===== src/rtl/slr_pkg.sv =====
`timescale 1ns / 1ps
// Package for the subtractive lagged random generator.
// Holds constants, the state encoding, the RAM request struct and modular helpers.
// No dependencies.
package slr_pkg;

    localparam int unsigned TblDepth  = 55;
    localparam int unsigned DataW     = 30;
    localparam int unsigned AddrW     = 6;
    localparam int unsigned SeedW     = 31;
    localparam int unsigned PassW     = 2;

    localparam logic [DataW-1:0] Modulus  = 30'd1000000000;
    localparam logic [SeedW-1:0] Golden   = 31'd161803398;
    localparam logic [AddrW-1:0] LastAddr = 6'd54;
    localparam logic [AddrW-1:0] Stride   = 6'd21;
    localparam logic [AddrW-1:0] LagDist  = 6'd31;
    localparam logic [AddrW-1:0] ScatLast = 6'd53;
    localparam logic [AddrW-1:0] BackInit = 6'd31;
    localparam logic [AddrW-1:0] BackSeed = 6'd32;
    localparam logic [AddrW-1:0] FrontSeed = 6'd1;
    localparam logic [PassW-1:0] PassLast = 2'd3;
    localparam logic [SeedW-1:0] SeedReset = 31'd1;

    localparam logic [0:0] RegSeed = 1'b0;

    typedef enum logic [8:0] {
        ST_IDLE      = 9'b000000001,
        ST_SEED_INIT = 9'b000000010,
        ST_SEED_SCAT = 9'b000000100,
        ST_MIX_RA    = 9'b000001000,
        ST_MIX_RB    = 9'b000010000,
        ST_MIX_WR    = 9'b000100000,
        ST_DRAW_RA   = 9'b001000000,
        ST_DRAW_RB   = 9'b010000000,
        ST_DRAW_WR   = 9'b100000000
    } state_t;

    typedef struct packed {
        logic             we;
        logic [AddrW-1:0] waddr;
        logic [DataW-1:0] wdata;
        logic             re;
        logic [AddrW-1:0] raddr;
    } ram_req_t;

    // (a - b) mod 1e9 for a, b below 1e9
    function automatic logic [DataW-1:0] mod_sub(input logic [DataW-1:0] a,
                                                 input logic [DataW-1:0] b);
        logic [DataW:0] sum;
        begin
            if (a >= b) begin
                sum = {1'b0, a - b};
            end else begin
                sum = {1'b0, a} + {1'b0, Modulus} - {1'b0, b};
            end
            return sum[DataW-1:0];
        end
    endfunction

    // (a + d) mod 55 for a below 55 and d below 55
    function automatic logic [AddrW-1:0] addr_add(input logic [AddrW-1:0] a,
                                                  input logic [AddrW-1:0] d);
        logic [AddrW:0] sum;
        begin
            sum = {1'b0, a} + {1'b0, d};
            if (sum > {1'b0, LastAddr}) begin
                sum = sum - (AddrW+1)'(TblDepth);
            end
            return sum[AddrW-1:0];
        end
    endfunction

    // |seed - golden| mod 1e9; the difference stays below 2e9
    function automatic logic [DataW-1:0] seed_start(input logic [SeedW-1:0] s);
        logic [SeedW-1:0] diff;
        begin
            diff = (s >= Golden) ? (s - Golden) : (Golden - s);
            if (diff >= {1'b0, Modulus}) begin
                diff = diff - {1'b0, Modulus};
            end
            return diff[DataW-1:0];
        end
    endfunction

endpackage


===== src/rtl/slr_ram.sv =====
`timescale 1ns / 1ps
// Generic single-write, single-read synchronous RAM with registered read data.
// No dependencies.
module slr_ram #(
    parameter int unsigned WIDTH = 30,
    parameter int unsigned DEPTH = 55
) (
    input  logic                     aclk,
    input  logic                     we,
    input  logic [$clog2(DEPTH)-1:0] waddr,
    input  logic [WIDTH-1:0]         wdata,
    input  logic                     re,
    input  logic [$clog2(DEPTH)-1:0] raddr,
    output logic [WIDTH-1:0]         rdata
);

    logic [WIDTH-1:0] mem [DEPTH];
    logic [WIDTH-1:0] rdata_reg;

    always_ff @(posedge aclk) begin
        if (we) begin
            mem[waddr] <= wdata;
        end
        if (re) begin
            rdata_reg <= mem[raddr];
        end
    end

    assign rdata = rdata_reg;

endmodule


===== src/rtl/slr_cfg.sv =====
`timescale 1ns / 1ps
// APB register block: holds the seed register.
// Depends on slr_pkg.
module slr_cfg (
    input  logic                       aclk,
    input  logic                       aresetn,
    input  logic                       psel,
    input  logic                       penable,
    input  logic                       pwrite,
    input  logic [2:0]                 paddr,
    input  logic [31:0]                pwdata,
    output logic [31:0]                prdata,
    output logic                       pready,
    output logic [slr_pkg::SeedW-1:0]  seed_value
);

    logic [slr_pkg::SeedW-1:0] seed_reg;
    logic [slr_pkg::SeedW-1:0] seed_next;
    logic                      wr_en;

    assign wr_en = psel && penable && pwrite && (paddr[2] == slr_pkg::RegSeed);

    always_comb begin
        seed_next = seed_reg;
        if (wr_en) begin
            seed_next = pwdata[slr_pkg::SeedW-1:0];
        end
    end

    always_ff @(posedge aclk) begin
        if (!aresetn) begin
            seed_reg <= slr_pkg::SeedReset;
        end else begin
            seed_reg <= seed_next;
        end
    end

    always_comb begin
        prdata = 32'd0;
        if (paddr[2] == slr_pkg::RegSeed) begin
            prdata = {1'b0, seed_reg};
        end
    end

    assign pready     = 1'b1;
    assign seed_value = seed_reg;

endmodule


===== src/rtl/slr_seq.sv =====
`timescale 1ns / 1ps
// Sequencer: seeding, mixing passes and draws over the lag table RAM,
// plus the result register. Depends on slr_pkg.
module slr_seq (
    input  logic                        aclk,
    input  logic                        aresetn,
    input  logic                        s_valid,
    output logic                        s_ready,
    input  logic                        s_restart,
    output logic                        m_valid,
    input  logic                        m_ready,
    output logic [slr_pkg::DataW-1:0]   m_draw_value,
    input  logic [slr_pkg::SeedW-1:0]   seed_value,
    output slr_pkg::ram_req_t           ram_req,
    input  logic [slr_pkg::DataW-1:0]   ram_rdata
);

    slr_pkg::state_t state_reg, state_next;

    logic [slr_pkg::AddrW-1:0] front_reg, front_next;
    logic [slr_pkg::AddrW-1:0] back_reg, back_next;
    logic                      seeded_reg, seeded_next;
    logic [slr_pkg::DataW-1:0] cur_reg, cur_next;
    logic [slr_pkg::DataW-1:0] nxt_reg, nxt_next;
    logic [slr_pkg::DataW-1:0] hold_reg, hold_next;
    logic [slr_pkg::AddrW-1:0] walk_reg, walk_next;
    logic [slr_pkg::AddrW-1:0] step_reg, step_next;
    logic [slr_pkg::PassW-1:0] pass_reg, pass_next;
    logic                      m_valid_reg, m_valid_next;
    logic [slr_pkg::DataW-1:0] m_value_reg, m_value_next;

    logic                      accept;
    logic                      out_free;
    logic [slr_pkg::DataW-1:0] diff;

    assign s_ready  = (state_reg == slr_pkg::ST_IDLE);
    assign accept   = s_valid && s_ready;
    assign out_free = !m_valid_reg || m_ready;
    assign diff     = slr_pkg::mod_sub(hold_reg, ram_rdata);

    always_comb begin
        state_next   = state_reg;
        front_next   = front_reg;
        back_next    = back_reg;
        seeded_next  = seeded_reg;
        cur_next     = cur_reg;
        nxt_next     = nxt_reg;
        hold_next    = hold_reg;
        walk_next    = walk_reg;
        step_next    = step_reg;
        pass_next    = pass_reg;
        m_valid_next = m_valid_reg && !m_ready;
        m_value_next = m_value_reg;
        ram_req      = '0;

        unique case (state_reg)
            slr_pkg::ST_IDLE: begin
                if (accept) begin
                    if (s_restart || !seeded_reg) begin
                        state_next = slr_pkg::ST_SEED_INIT;
                    end else begin
                        // advance both pointers and fetch the front entry now
                        front_next    = (front_reg >= 6'd55) ? 6'd1 : front_reg + 6'd1;
                        back_next     = (back_reg >= 6'd55) ? 6'd1 : back_reg + 6'd1;
                        ram_req.re    = 1'b1;
                        ram_req.raddr = (front_reg >= 6'd55) ? 6'd0 : front_reg;
                        state_next    = slr_pkg::ST_DRAW_RB;
                    end
                end
            end
            slr_pkg::ST_SEED_INIT: begin
                cur_next      = slr_pkg::seed_start(seed_value);
                ram_req.we    = 1'b1;
                ram_req.waddr = slr_pkg::LastAddr;
                ram_req.wdata = cur_next;
                nxt_next      = 30'd1;
                walk_next     = slr_pkg::Stride - 6'd1;
                step_next     = '0;
                state_next    = slr_pkg::ST_SEED_SCAT;
            end
            slr_pkg::ST_SEED_SCAT: begin
                // the entry just written is the next "cur": no read needed
                ram_req.we    = 1'b1;
                ram_req.waddr = walk_reg;
                ram_req.wdata = nxt_reg;
                nxt_next      = slr_pkg::mod_sub(cur_reg, nxt_reg);
                cur_next      = nxt_reg;
                walk_next     = slr_pkg::addr_add(walk_reg, slr_pkg::Stride);
                step_next     = step_reg + 6'd1;
                if (step_reg == slr_pkg::ScatLast) begin
                    walk_next  = '0;
                    pass_next  = '0;
                    state_next = slr_pkg::ST_MIX_RA;
                end
            end
            slr_pkg::ST_MIX_RA: begin
                ram_req.re    = 1'b1;
                ram_req.raddr = walk_reg;
                state_next    = slr_pkg::ST_MIX_RB;
            end
            slr_pkg::ST_MIX_RB: begin
                hold_next     = ram_rdata;
                ram_req.re    = 1'b1;
                ram_req.raddr = slr_pkg::addr_add(walk_reg, slr_pkg::LagDist);
                state_next    = slr_pkg::ST_MIX_WR;
            end
            slr_pkg::ST_MIX_WR: begin
                ram_req.we    = 1'b1;
                ram_req.waddr = walk_reg;
                ram_req.wdata = diff;
                state_next    = slr_pkg::ST_MIX_RA;
                walk_next     = walk_reg + 6'd1;
                if (walk_reg == slr_pkg::LastAddr) begin
                    walk_next = '0;
                    pass_next = pass_reg + 2'd1;
                    if (pass_reg == slr_pkg::PassLast) begin
                        // pointers 0 and 31, already advanced for this draw
                        front_next  = slr_pkg::FrontSeed;
                        back_next   = slr_pkg::BackSeed;
                        seeded_next = 1'b1;
                        state_next  = slr_pkg::ST_DRAW_RA;
                    end
                end
            end
            slr_pkg::ST_DRAW_RA: begin
                ram_req.re    = 1'b1;
                ram_req.raddr = front_reg - 6'd1;
                state_next    = slr_pkg::ST_DRAW_RB;
            end
            slr_pkg::ST_DRAW_RB: begin
                hold_next     = ram_rdata;
                ram_req.re    = 1'b1;
                ram_req.raddr = back_reg - 6'd1;
                state_next    = slr_pkg::ST_DRAW_WR;
            end
            slr_pkg::ST_DRAW_WR: begin
                // hold here while the previous result is still waiting
                if (out_free) begin
                    ram_req.we    = 1'b1;
                    ram_req.waddr = front_reg - 6'd1;
                    ram_req.wdata = diff;
                    m_valid_next  = 1'b1;
                    m_value_next  = diff;
                    state_next    = slr_pkg::ST_IDLE;
                end
            end
            default: begin
                state_next = slr_pkg::ST_IDLE;
            end
        endcase
    end

    always_ff @(posedge aclk) begin
        if (!aresetn) begin
            state_reg   <= slr_pkg::ST_IDLE;
            front_reg   <= '0;
            back_reg    <= slr_pkg::BackInit;
            seeded_reg  <= 1'b0;
            m_valid_reg <= 1'b0;
            walk_reg    <= '0;
            step_reg    <= '0;
            pass_reg    <= '0;
        end else begin
            state_reg   <= state_next;
            front_reg   <= front_next;
            back_reg    <= back_next;
            seeded_reg  <= seeded_next;
            m_valid_reg <= m_valid_next;
            walk_reg    <= walk_next;
            step_reg    <= step_next;
            pass_reg    <= pass_next;
        end
    end

    always_ff @(posedge aclk) begin
        cur_reg     <= cur_next;
        nxt_reg     <= nxt_next;
        hold_reg    <= hold_next;
        m_value_reg <= m_value_next;
    end

    assign m_valid      = m_valid_reg;
    assign m_draw_value = m_value_reg;

endmodule


===== src/rtl/subtractive_lagged_random.sv =====
`timescale 1ns / 1ps
// Top level of the subtractive lagged random generator (lag 55, modulo 1e9).
// Depends on slr_pkg, slr_ram, slr_cfg and slr_seq.
//
//  channel   | ports                               | moves
//  ----------+-------------------------------------+------------------------------
//  request   | s_valid, s_ready, s_restart         | one draw request
//  result    | m_valid, m_ready, m_draw_value      | one draw, 0 .. 999999999
//  config    | psel, penable, pwrite, paddr, ...   | seed_value at byte address 0
//
// A taken request passes through ST_DRAW_RB and ST_DRAW_WR before the result register loads
// and the block takes its next request, so draws do not overlap: the lag table RAM has
// one read port, so the two entries are fetched in turn and the difference written back.
// A request that seeds the table (first after reset, or restart set) first runs the
// seeding: one scatter write per cycle, then read-read-write for each entry of the
// four mixing passes, and then its draw.
// Reset (aresetn, synchronous) restores the pointers and clears the seeded flag; the table is
// rebuilt on the first request. A stalled result holds the next draw in its last step.
module subtractive_lagged_random (
    input  logic                       aclk,
    input  logic                       aresetn,
    input  logic                       s_valid,
    output logic                       s_ready,
    input  logic                       s_restart,
    output logic                       m_valid,
    input  logic                       m_ready,
    output logic [slr_pkg::DataW-1:0]  m_draw_value,
    input  logic                       psel,
    input  logic                       penable,
    input  logic                       pwrite,
    input  logic [2:0]                 paddr,
    input  logic [31:0]                pwdata,
    output logic [31:0]                prdata,
    output logic                       pready
);

    logic [slr_pkg::SeedW-1:0] seed_value;
    slr_pkg::ram_req_t         ram_req;
    logic [slr_pkg::DataW-1:0] ram_rdata;

    slr_cfg u_cfg (
        .aclk       (aclk),
        .aresetn    (aresetn),
        .psel       (psel),
        .penable    (penable),
        .pwrite     (pwrite),
        .paddr      (paddr),
        .pwdata     (pwdata),
        .prdata     (prdata),
        .pready     (pready),
        .seed_value (seed_value)
    );

    slr_seq u_seq (
        .aclk         (aclk),
        .aresetn      (aresetn),
        .s_valid      (s_valid),
        .s_ready      (s_ready),
        .s_restart    (s_restart),
        .m_valid      (m_valid),
        .m_ready      (m_ready),
        .m_draw_value (m_draw_value),
        .seed_value   (seed_value),
        .ram_req      (ram_req),
        .ram_rdata    (ram_rdata)
    );

    slr_ram #(
        .WIDTH (slr_pkg::DataW),
        .DEPTH (slr_pkg::TblDepth)
    ) u_lag_ram (
        .aclk  (aclk),
        .we    (ram_req.we),
        .waddr (ram_req.waddr),
        .wdata (ram_req.wdata),
        .re    (ram_req.re),
        .raddr (ram_req.raddr),
        .rdata (ram_rdata)
    );

endmodule


===== config.mk =====
export PLATFORM = sky130hd
export DESIGN_NAME = subtractive_lagged_random
export DESIGN_NICKNAME = d
export VERILOG_FILES = /design/src/rtl/slr_pkg.sv /design/src/rtl/slr_ram.sv /design/src/rtl/slr_cfg.sv /design/src/rtl/slr_seq.sv /design/src/rtl/subtractive_lagged_random.sv
export SDC_FILE = /design/constraint.sdc
export NUM_CORES = 2
export LEC_CHECK = 0
export BUFFER_PORTS_ARGS = -buffer_cell sky130_fd_sc_hd__clkbuf_2
export CORE_MARGIN = 2
export CORE_UTILIZATION = 60
export CTS_CLUSTER_SIZE = 40
export DETAILED_ROUTE_END_ITERATION = 10
export PLACE_DENSITY = 0.77
export SLEW_MARGIN = 20
export SYNTH_ARGS = -nofsm -noshare
export SYNTH_HDL_FRONTEND = slang
export SYNTH_SLANG_ARGS = --single-unit

===== constraint.sdc =====
create_clock -name aclk -period 10.65 [get_ports aclk]
set_input_delay 0.5325 -clock aclk [delete_from_list [all_inputs] [get_ports aclk]]
set_output_delay 0.5325 -clock aclk [all_outputs]
set_load 0.02 [all_outputs]

=== Yosys cells after proc, flatten, opt, wreduce, memory -nomap -nowiden ===
Memory sizes are Yosys's and may differ from the RTL's. A register that Yosys moved wholly into a read port is not among the register bits.
Cells that the tools add are included.
Widths: inputs -> output; s select.

* Reductions and logical operators: 20
* Bitwise operators: 1
* Mux-type cells: 45
* Eq/ne operators: 18
* Add/sub/neg operators: 20
* Order comparisons: 8

{| class="wikitable"
|+ Operators by type and width
! operator !! number
|-
| $pmux 37 s4 || 1
|-
| $pmux 30 s2 || 2
|-
| $sub 30x30->30 || 4
|-
| $mux 30 || 3
|-
| $mux 6 || 15
|-
| $pmux 9 s9 || 1
|-
| $mux 31 || 2
|-
| $add 30x30->30 const B || 2
|-
| $ge 30x30->1 || 2
|-
| $mux 37 || 1
|-
| $mux 9 || 4
|-
| $pmux 6 s2 || 3
|-
| $pmux 7 s5 || 1
|-
| $ge 31x28->1 const B || 1
|-
| $ge 31x30->1 const B || 1
|-
| $sub 28x31->31 const A || 1
|-
| $sub 31x28->31 const B || 1
|-
| $sub 30x30->30 const B || 1
|-
| $add 6x1->6 const B || 4
|-
| $mux 7 || 3
|-
| $pmux 6 s3 || 1
|-
| $add 6x5->7 const B || 2
|-
| $gt 7x6->1 const B || 2
|-
| $eq 6x6->1 const B || 2
|-
| other kinds (30) || 52
|}

* Memories: 1
* Logic and storage cells: 126
* Flip-flop bits (word level): 188
* Input bits: 43
* RAM bits: 1650

{| class="wikitable"
|+ Memory list
! memory !! words !! width !! read ports !! clocked after Yosys merged registers in !! write ports !! RTL line !! RTL
|-
| u_lag_ram.mem || 55 || 30 || 1 || 1 || 1 || slr_ram.sv:17 || <nowiki>logic [WIDTH-1:0] mem [DEPTH];</nowiki>
|}

=== Depth between registers and ports, before layout ===
* Depth after elaboration: 7
* Depth in mapped cells: 20
* Gate-level depth less buffers: 19

=== Modules after synthesis ===
A second synthesis with hierarchy kept.

* Cells, all modules: 5125
* Area, all modules: 82795.7 µm²

{| class="wikitable"
|+ Modules (own cells, without submodules)
! module !! seq. area each (µm²) !! instances !! cells each !! area each (µm²)
|-
| slr_ram || 50448.4 || 1 || 2792 || 63948.8
|-
| slr_seq || 4344.2 || 1 || 2159 || 17339.1
|-
| slr_cfg || 620.6 || 1 || 174 || 1507.7
|}

=== Least setup slack after synthesis ===
No wires, ideal clock.

* Path kind: register to register
* Start point: register u_lag_ram.rdata_reg[2] (netlist: u_lag_ram.rdata[2]) (read register of u_lag_ram.mem)
* End point: memory u_lag_ram.mem[0][29] (data pin)
* Path buffers: 2
* Clock period less this slack: 7.742 ns
* Cell stages (with the launch flop): 17
* Path slack: 2.908 ns
* Arrival time: 6.844 ns
* Data required time: 9.752 ns
* Library setup time: 0.898 ns
* Path through: edfxtp_1 inv_1 ha_1 inv_1 fa_1 nand2_1 a31oi_1 o21ai_0 a21o_1 o31a_1 a21o_1 nor4_1 nor3_1 o21ai_1 clkbuf_1 clkbuf_1 o311ai_0

{| class="wikitable"
|+ RTL lines
! what !! RTL line !! RTL
|-
| start, declared || slr_ram.sv:18 || <nowiki>logic [WIDTH-1:0] rdata_reg;</nowiki>
|-
| end, declared || slr_ram.sv:17 ||
|}

=== Worst setup path in the final report ===
* Start point: register u_seq.walk_reg[0] (netlist name)
* End point: register u_lag_ram.rdata_reg[1] (netlist: u_lag_ram.rdata[1]) (read register of u_lag_ram.mem) (data pin)

* Longest elaborated chain between the ends: 4
* Elaborated cells between the ends (all ways): 5

{| class="wikitable"
|+ Ends and longest elaborated chain
! what !! RTL line !! RTL
|-
| start, declared || slr_seq.sv:26 || <nowiki>logic [slr_pkg::AddrW-1:0] walk_reg, walk_next;</nowiki>
|-
| start signal, assigned || slr_seq.sv:169 || <nowiki>walk_reg <= walk_next;</nowiki>
|-
| $add 6x5->7 || slr_pkg.sv:66 || <nowiki>sum = {1'b0, a} + {1'b0, d};</nowiki>
|-
| $sub 6x6->6 / $gt 7x6->1 (equally long branches) || slr_pkg.sv:68, slr_pkg.sv:67 ||
|-
| $mux 6 || slr_pkg.sv:67 || <nowiki>if (sum > {1'b0, LastAddr}) begin</nowiki>
|-
| $pmux 7 s5 (*) || slr_seq.sv:56 || <nowiki>unique case (state_reg)</nowiki>
|}

Mark *: on every way between the ends. The rest lies on a longest branch, timed or not.
A chain may end at the register's enable or synchronous reset.

==> summary.md <==
| Metric | Value |
|---|---|
| Sw frac | `0.220` |
| Cell Pwr Density | `166 mW/mm2` |
| Detailed Place HPWL | `132000 um` |
| Post-DR vias/cell | `6.66` |
| Clock root buffer | `sky130_fd_sc_hd__clkbuf_16` |
| Start point of the worst hold path | `pwdata[2]` |
| Number of flip-flops and latches in the synthesized netlist | `1868` |
| Routability congestion estimate | `0.944` |
| Final worst path period share | `0.647` |
| Area after detailed placement | `0.0860 mm2` |
| Post-synthesis cell type count | `90` |
| Number of resized instances in the post-cts repair step | `0` |
| # Post-CTS Setup Buffers | `0` |
| Startpoint type of the worst setup path | `flip-flop` |
| Number of flip-flops under the largest register name | `1650` |
| Synth Net Count | `6516` |
| Die height | `375 um` |
| Share of Yosys cell area claimed by the top area cell type | `0.655` |
| Cell count of the worst reg-to-reg path | `14` |
| Initial DRC count | `7243` |
| Worst-path cell with the longest stage delay | `sky130_fd_sc_hd__nor3_1` |
| Num CTS Buffers | `182` |
| Site Rows | `136` |
| Placeable core region | `0.137 mm2` |
| Leakage component of the power | `31.9 nW` |
| Area added between synthesis and finish | `11.9%` |
| Final TNS setup | `0 ps` |
| Total number of nets in the final design | `6613` |
| Post-synth design cell area | `0.0825 mm2` |
| Total routing resource utilization after global routing | `0.321` |
| Antenna violations before repair | `7` |
| Largest net degree at the start of global routing | `158` |
| Maxcap violations | `0` |
| Width of the chip | `375 um` |
| Actual slew at the worst max-slew pin | `1290 ps` |
| Peak clock frequency supported by timing | `0.145 GHz` |
| Number of sinks on the clock net | `1868` |
| Number of failing hold endpoints at the final stage | `0` |
| Top flip-flop cell by instance count after synthesis | `sky130_fd_sc_hd__edfxtp_1` |
| CTS Hold Bufs | `30` |
| Cells on Worst Hold Path | `3` |
| Layout cell share with drive strength beyond 1 | `0.109` |
| Cell type with the largest total area after synthesis | `sky130_fd_sc_hd__edfxtp_1` |
| Routed wire length | `228000 um` |
| Dominant cells by area after synthesis | `sky130_fd_sc_hd__edfxtp_1 (65%), sky130_fd_sc_hd__nand2_1 (3.8%), sky130_fd_sc_hd__mux2i_1 (2.4%)` |
| Share of async-settable or async-resettable flops after synthesis | `0` |
| Result of the run | `finished clean` |
| Deepest clock path buffer count | `3` |
| Filler instances | `9106` |
| Post-synth top cells | `sky130_fd_sc_hd__edfxtp_1 (1800), sky130_fd_sc_hd__nand2_1 (828), sky130_fd_sc_hd__nor2_1 (387)` |
| Final cell area excluding filler cells | `0.0923 mm2` |
| Layout Skew | `52.4 ps` |
| Buffering stage count on the worst path with inverters included | `3` |
| Start-to-end type of the worst setup path | `flip-flop to flip-flop` |
| Number of vias in the routed layout | `55400` |
| Part of the power in registers | `0.531` |
| First-pass GRT wire length | `334000 um` |
| Initial core utilization | `0.603` |
| Setup repair after global routing missed its margin | `false` |
| Power Internal | `12.0 mW` |
| Clock Pin Slew Worst Setup and Hold Paths | `60 ps` |
| Switching power summed over all nets | `3.38 mW` |
| Relative slew slack | `0.139` |
| Critical path arrival | `7350 ps` |
| Post-layout minimum cycle time | `6900 ps` |
| Hold path endpoint | `u_cfg.seed_value[2]$_SDFFE_PN0P_` |
| Synthesized instance count | `6282` |
| Clock tree from TritonCTS | `yes` |
| Clock latency at the later pin of the worst-skew pair | `840 ps` |
| Most frequently used cell type in the post-synthesis netlist | `sky130_fd_sc_hd__edfxtp_1` |
| Synthesis warning total | `0` |
| Number of input and output port buffers inserted | `102` |
| Average wire length per cell after detail routing | `27.4 um` |
| DIE AREA | `0.141 mm2` |
| 1st-pass router iterations | `6` |
| H-tree depth | `4` |
| Worst r2r dst | `u_lag_ram.rdata[1]$_DFFE_PP_` |
| Comb power frac | `0.053` |
| Highest cell delay on the worst timing path | `1040 ps` |
| Residual DRC count | `0` |
| Type of the worst min-delay path | `primary input to flip-flop` |
| Worst vdd ir | `205 uV` |
| Cell count after placement | `7953` |
| Worst EP required | `11110 ps` |
| Final global-route overflow total | `0` |
| Cell type group with the largest total delay on the critical path | `compound AO/OA/AOI/OAI gates` |
| Final setup violation count | `0` |
| Most flops, register | `u_lag_ram.mem` |
| Register-to-Register Setup Slack | `3750 ps` |
| Number of enable flip-flop cells after synthesis | `1800` |
| Final instance count without filler cells | `8324` |
| Top-Level Pins | `108` |
| Type of element capturing the critical path | `flip-flop` |
| Avg Cell Area, Syn | `13.1 um2` |
| Clock group share of total power | `0.416` |
| Critical-path cell list | `inv_1, ha_1, xnor2_1, o31ai_1, a21oi_1, o31ai_1, a31oi_1, o31ai_4, buf_4, nand2b_2, buf_4, o22ai_1, nor3_1, a311oi_1` |
| Number of nets still failing antenna checks after routing | `0` |
| Fin. max-slew vios | `0` |
| Final design utilization | `0.674` |
| Maximum fanout encountered on the critical timing path | `29` |
| Number of global-route vias before repair | `53500` |
| Sequential area share after synthesis | `0.671` |
| Startpoint of the worst-slack reg-to-reg timing path | `u_seq.walk_reg[0]$_SDFFE_PN0P_` |
## worst max path at each step
stage / cells after the start / start / end / slack, ps
floorplan: 16 / u_lag_ram.rdata[2]$_DFFE_PP_ / u_lag_ram.mem[0][29]$_DFFE_PP_ / 2910
detailed placement: 13 / u_cfg.seed_value[2]$_SDFFE_PN0P_ / u_lag_ram.mem[54][22]$_DFFE_PP_ / 3750
global placement: 13 / u_cfg.seed_value[2]$_SDFFE_PN0P_ / u_lag_ram.mem[41][22]$_DFFE_PP_ / 3860
CTS: 13 / u_cfg.seed_value[2]$_SDFFE_PN0P_ / u_lag_ram.mem[53][22]$_DFFE_PP_ / 3710
finish: 14 / u_seq.walk_reg[0]$_SDFFE_PN0P_ / u_lag_ram.rdata[1]$_DFFE_PP_ / 3750
global route: 17 / u_seq.walk_reg[0]$_SDFFE_PN0P_ / u_lag_ram.rdata[12]$_DFFE_PP_ / 3580
## placed cells by master (no fill, tap or decap), types with 39 or more instances in the layout
cell type,Yosys,routed
sky130_fd_sc_hd__nor2_4,0,57
sky130_fd_sc_hd__mux4_2,52,52
sky130_fd_sc_hd__clkinv_1,1,42
sky130_fd_sc_hd__and3_1,111,111
sky130_fd_sc_hd__inv_1,237,236
sky130_fd_sc_hd__o21ai_0,284,282
sky130_fd_sc_hd__o22ai_1,39,39
sky130_fd_sc_hd__nor2b_1,45,45
sky130_fd_sc_hd__nand3_1,136,132
sky130_fd_sc_hd__clkbuf_2,0,102
sky130_fd_sc_hd__ha_1,155,155
sky130_fd_sc_hd__a21oi_1,382,382
sky130_fd_sc_hd__a311oi_1,85,85
sky130_fd_sc_hd__dfxtp_1,68,68
sky130_fd_sc_hd__nand2_1,828,825
sky130_fd_sc_hd__edfxtp_1,1800,1800
sky130_fd_sc_hd__xnor2_1,114,114
sky130_fd_sc_hd__nor2_1,387,323
sky130_fd_sc_hd__nor3_1,84,84
sky130_fd_sc_hd__clkbuf_16,0,183
sky130_fd_sc_hd__buf_4,4,123
sky130_fd_sc_hd__xor2_1,53,53
sky130_fd_sc_hd__a31oi_1,97,96
sky130_fd_sc_hd__a221oi_1,133,133
sky130_fd_sc_hd__mux2i_1,196,196
## final cells by class
type | count | area, um2 | area share
clock inverter | 110 | 1170 | 0.0127
timing repair buffer | 276 | 2200 | 0.0238
tap | 1794 | 2240 | 0.0243
sequential | 1868 | 55400 | 0.600
clock buffer | 223 | 4760 | 0.0515
inverter | 238 | 893 | 0.00967
multi-input combinational | 3813 | 25700 | 0.278
antenna | 2 | 5.00 | 0.0000542
## kinds of logic after synthesis
logic type	Yosys count	synth area share
DFF	1868	0.671
and+or+nand+nor	1788	0.0970
AOI/OAI and AO/OA	1408	0.114
buffers and inverters	601	0.0285
muxes	257	0.0392
adders and majority gates	191	0.0322
xor gates and xnor gates	167	0.0177
other	2	0.0000910
## layer usage
layer	track usage	share of wire	vias up	wire length (um)
met5	0	0.00015	-	34
met4	0.178	0.060	4	13800
met3	0.0605	0.11	630	24900
met2	0.511	0.47	3568	107000
met1	0.419	0.36	27200	83000
li1	-	-	24000	-
## worst min-delay path, delay by kind of cell
family          cells  cell delay, ps
compound gates      1              50
simple gates        1              60
buf+inv             1             110
## power groups by stage
stage | clock network, mW | registers [mW] | logic, mW
after detailed placement | 0 | 8.31 | 0.782
after floorplan | 0 | 8.31 | 0.503
after global routing | 6.72 | 8.16 | 0.877
final | 6.40 | 8.16 | 0.812
after CTS | 6.43 | 8.16 | 0.796
after global placement | 0 | 8.31 | 0.765
## stage by stage
| stage | setup slack, ps | power, mW | hold WS [ps] |
|---|---|---|---|
| floorplan | 2910 | 8.81 | 426 |
| global placement | 3860 | 9.07 | 439 |
| detailed placement | 3750 | 9.09 | 443 |
| CTS | 3710 | 15.4 | 3.70 |
| global route | 3580 | 15.8 | 46.9 |
| finish | 3750 | 15.4 | 17.1 |
Note: power is estimated with default switching activity, not from simulation.
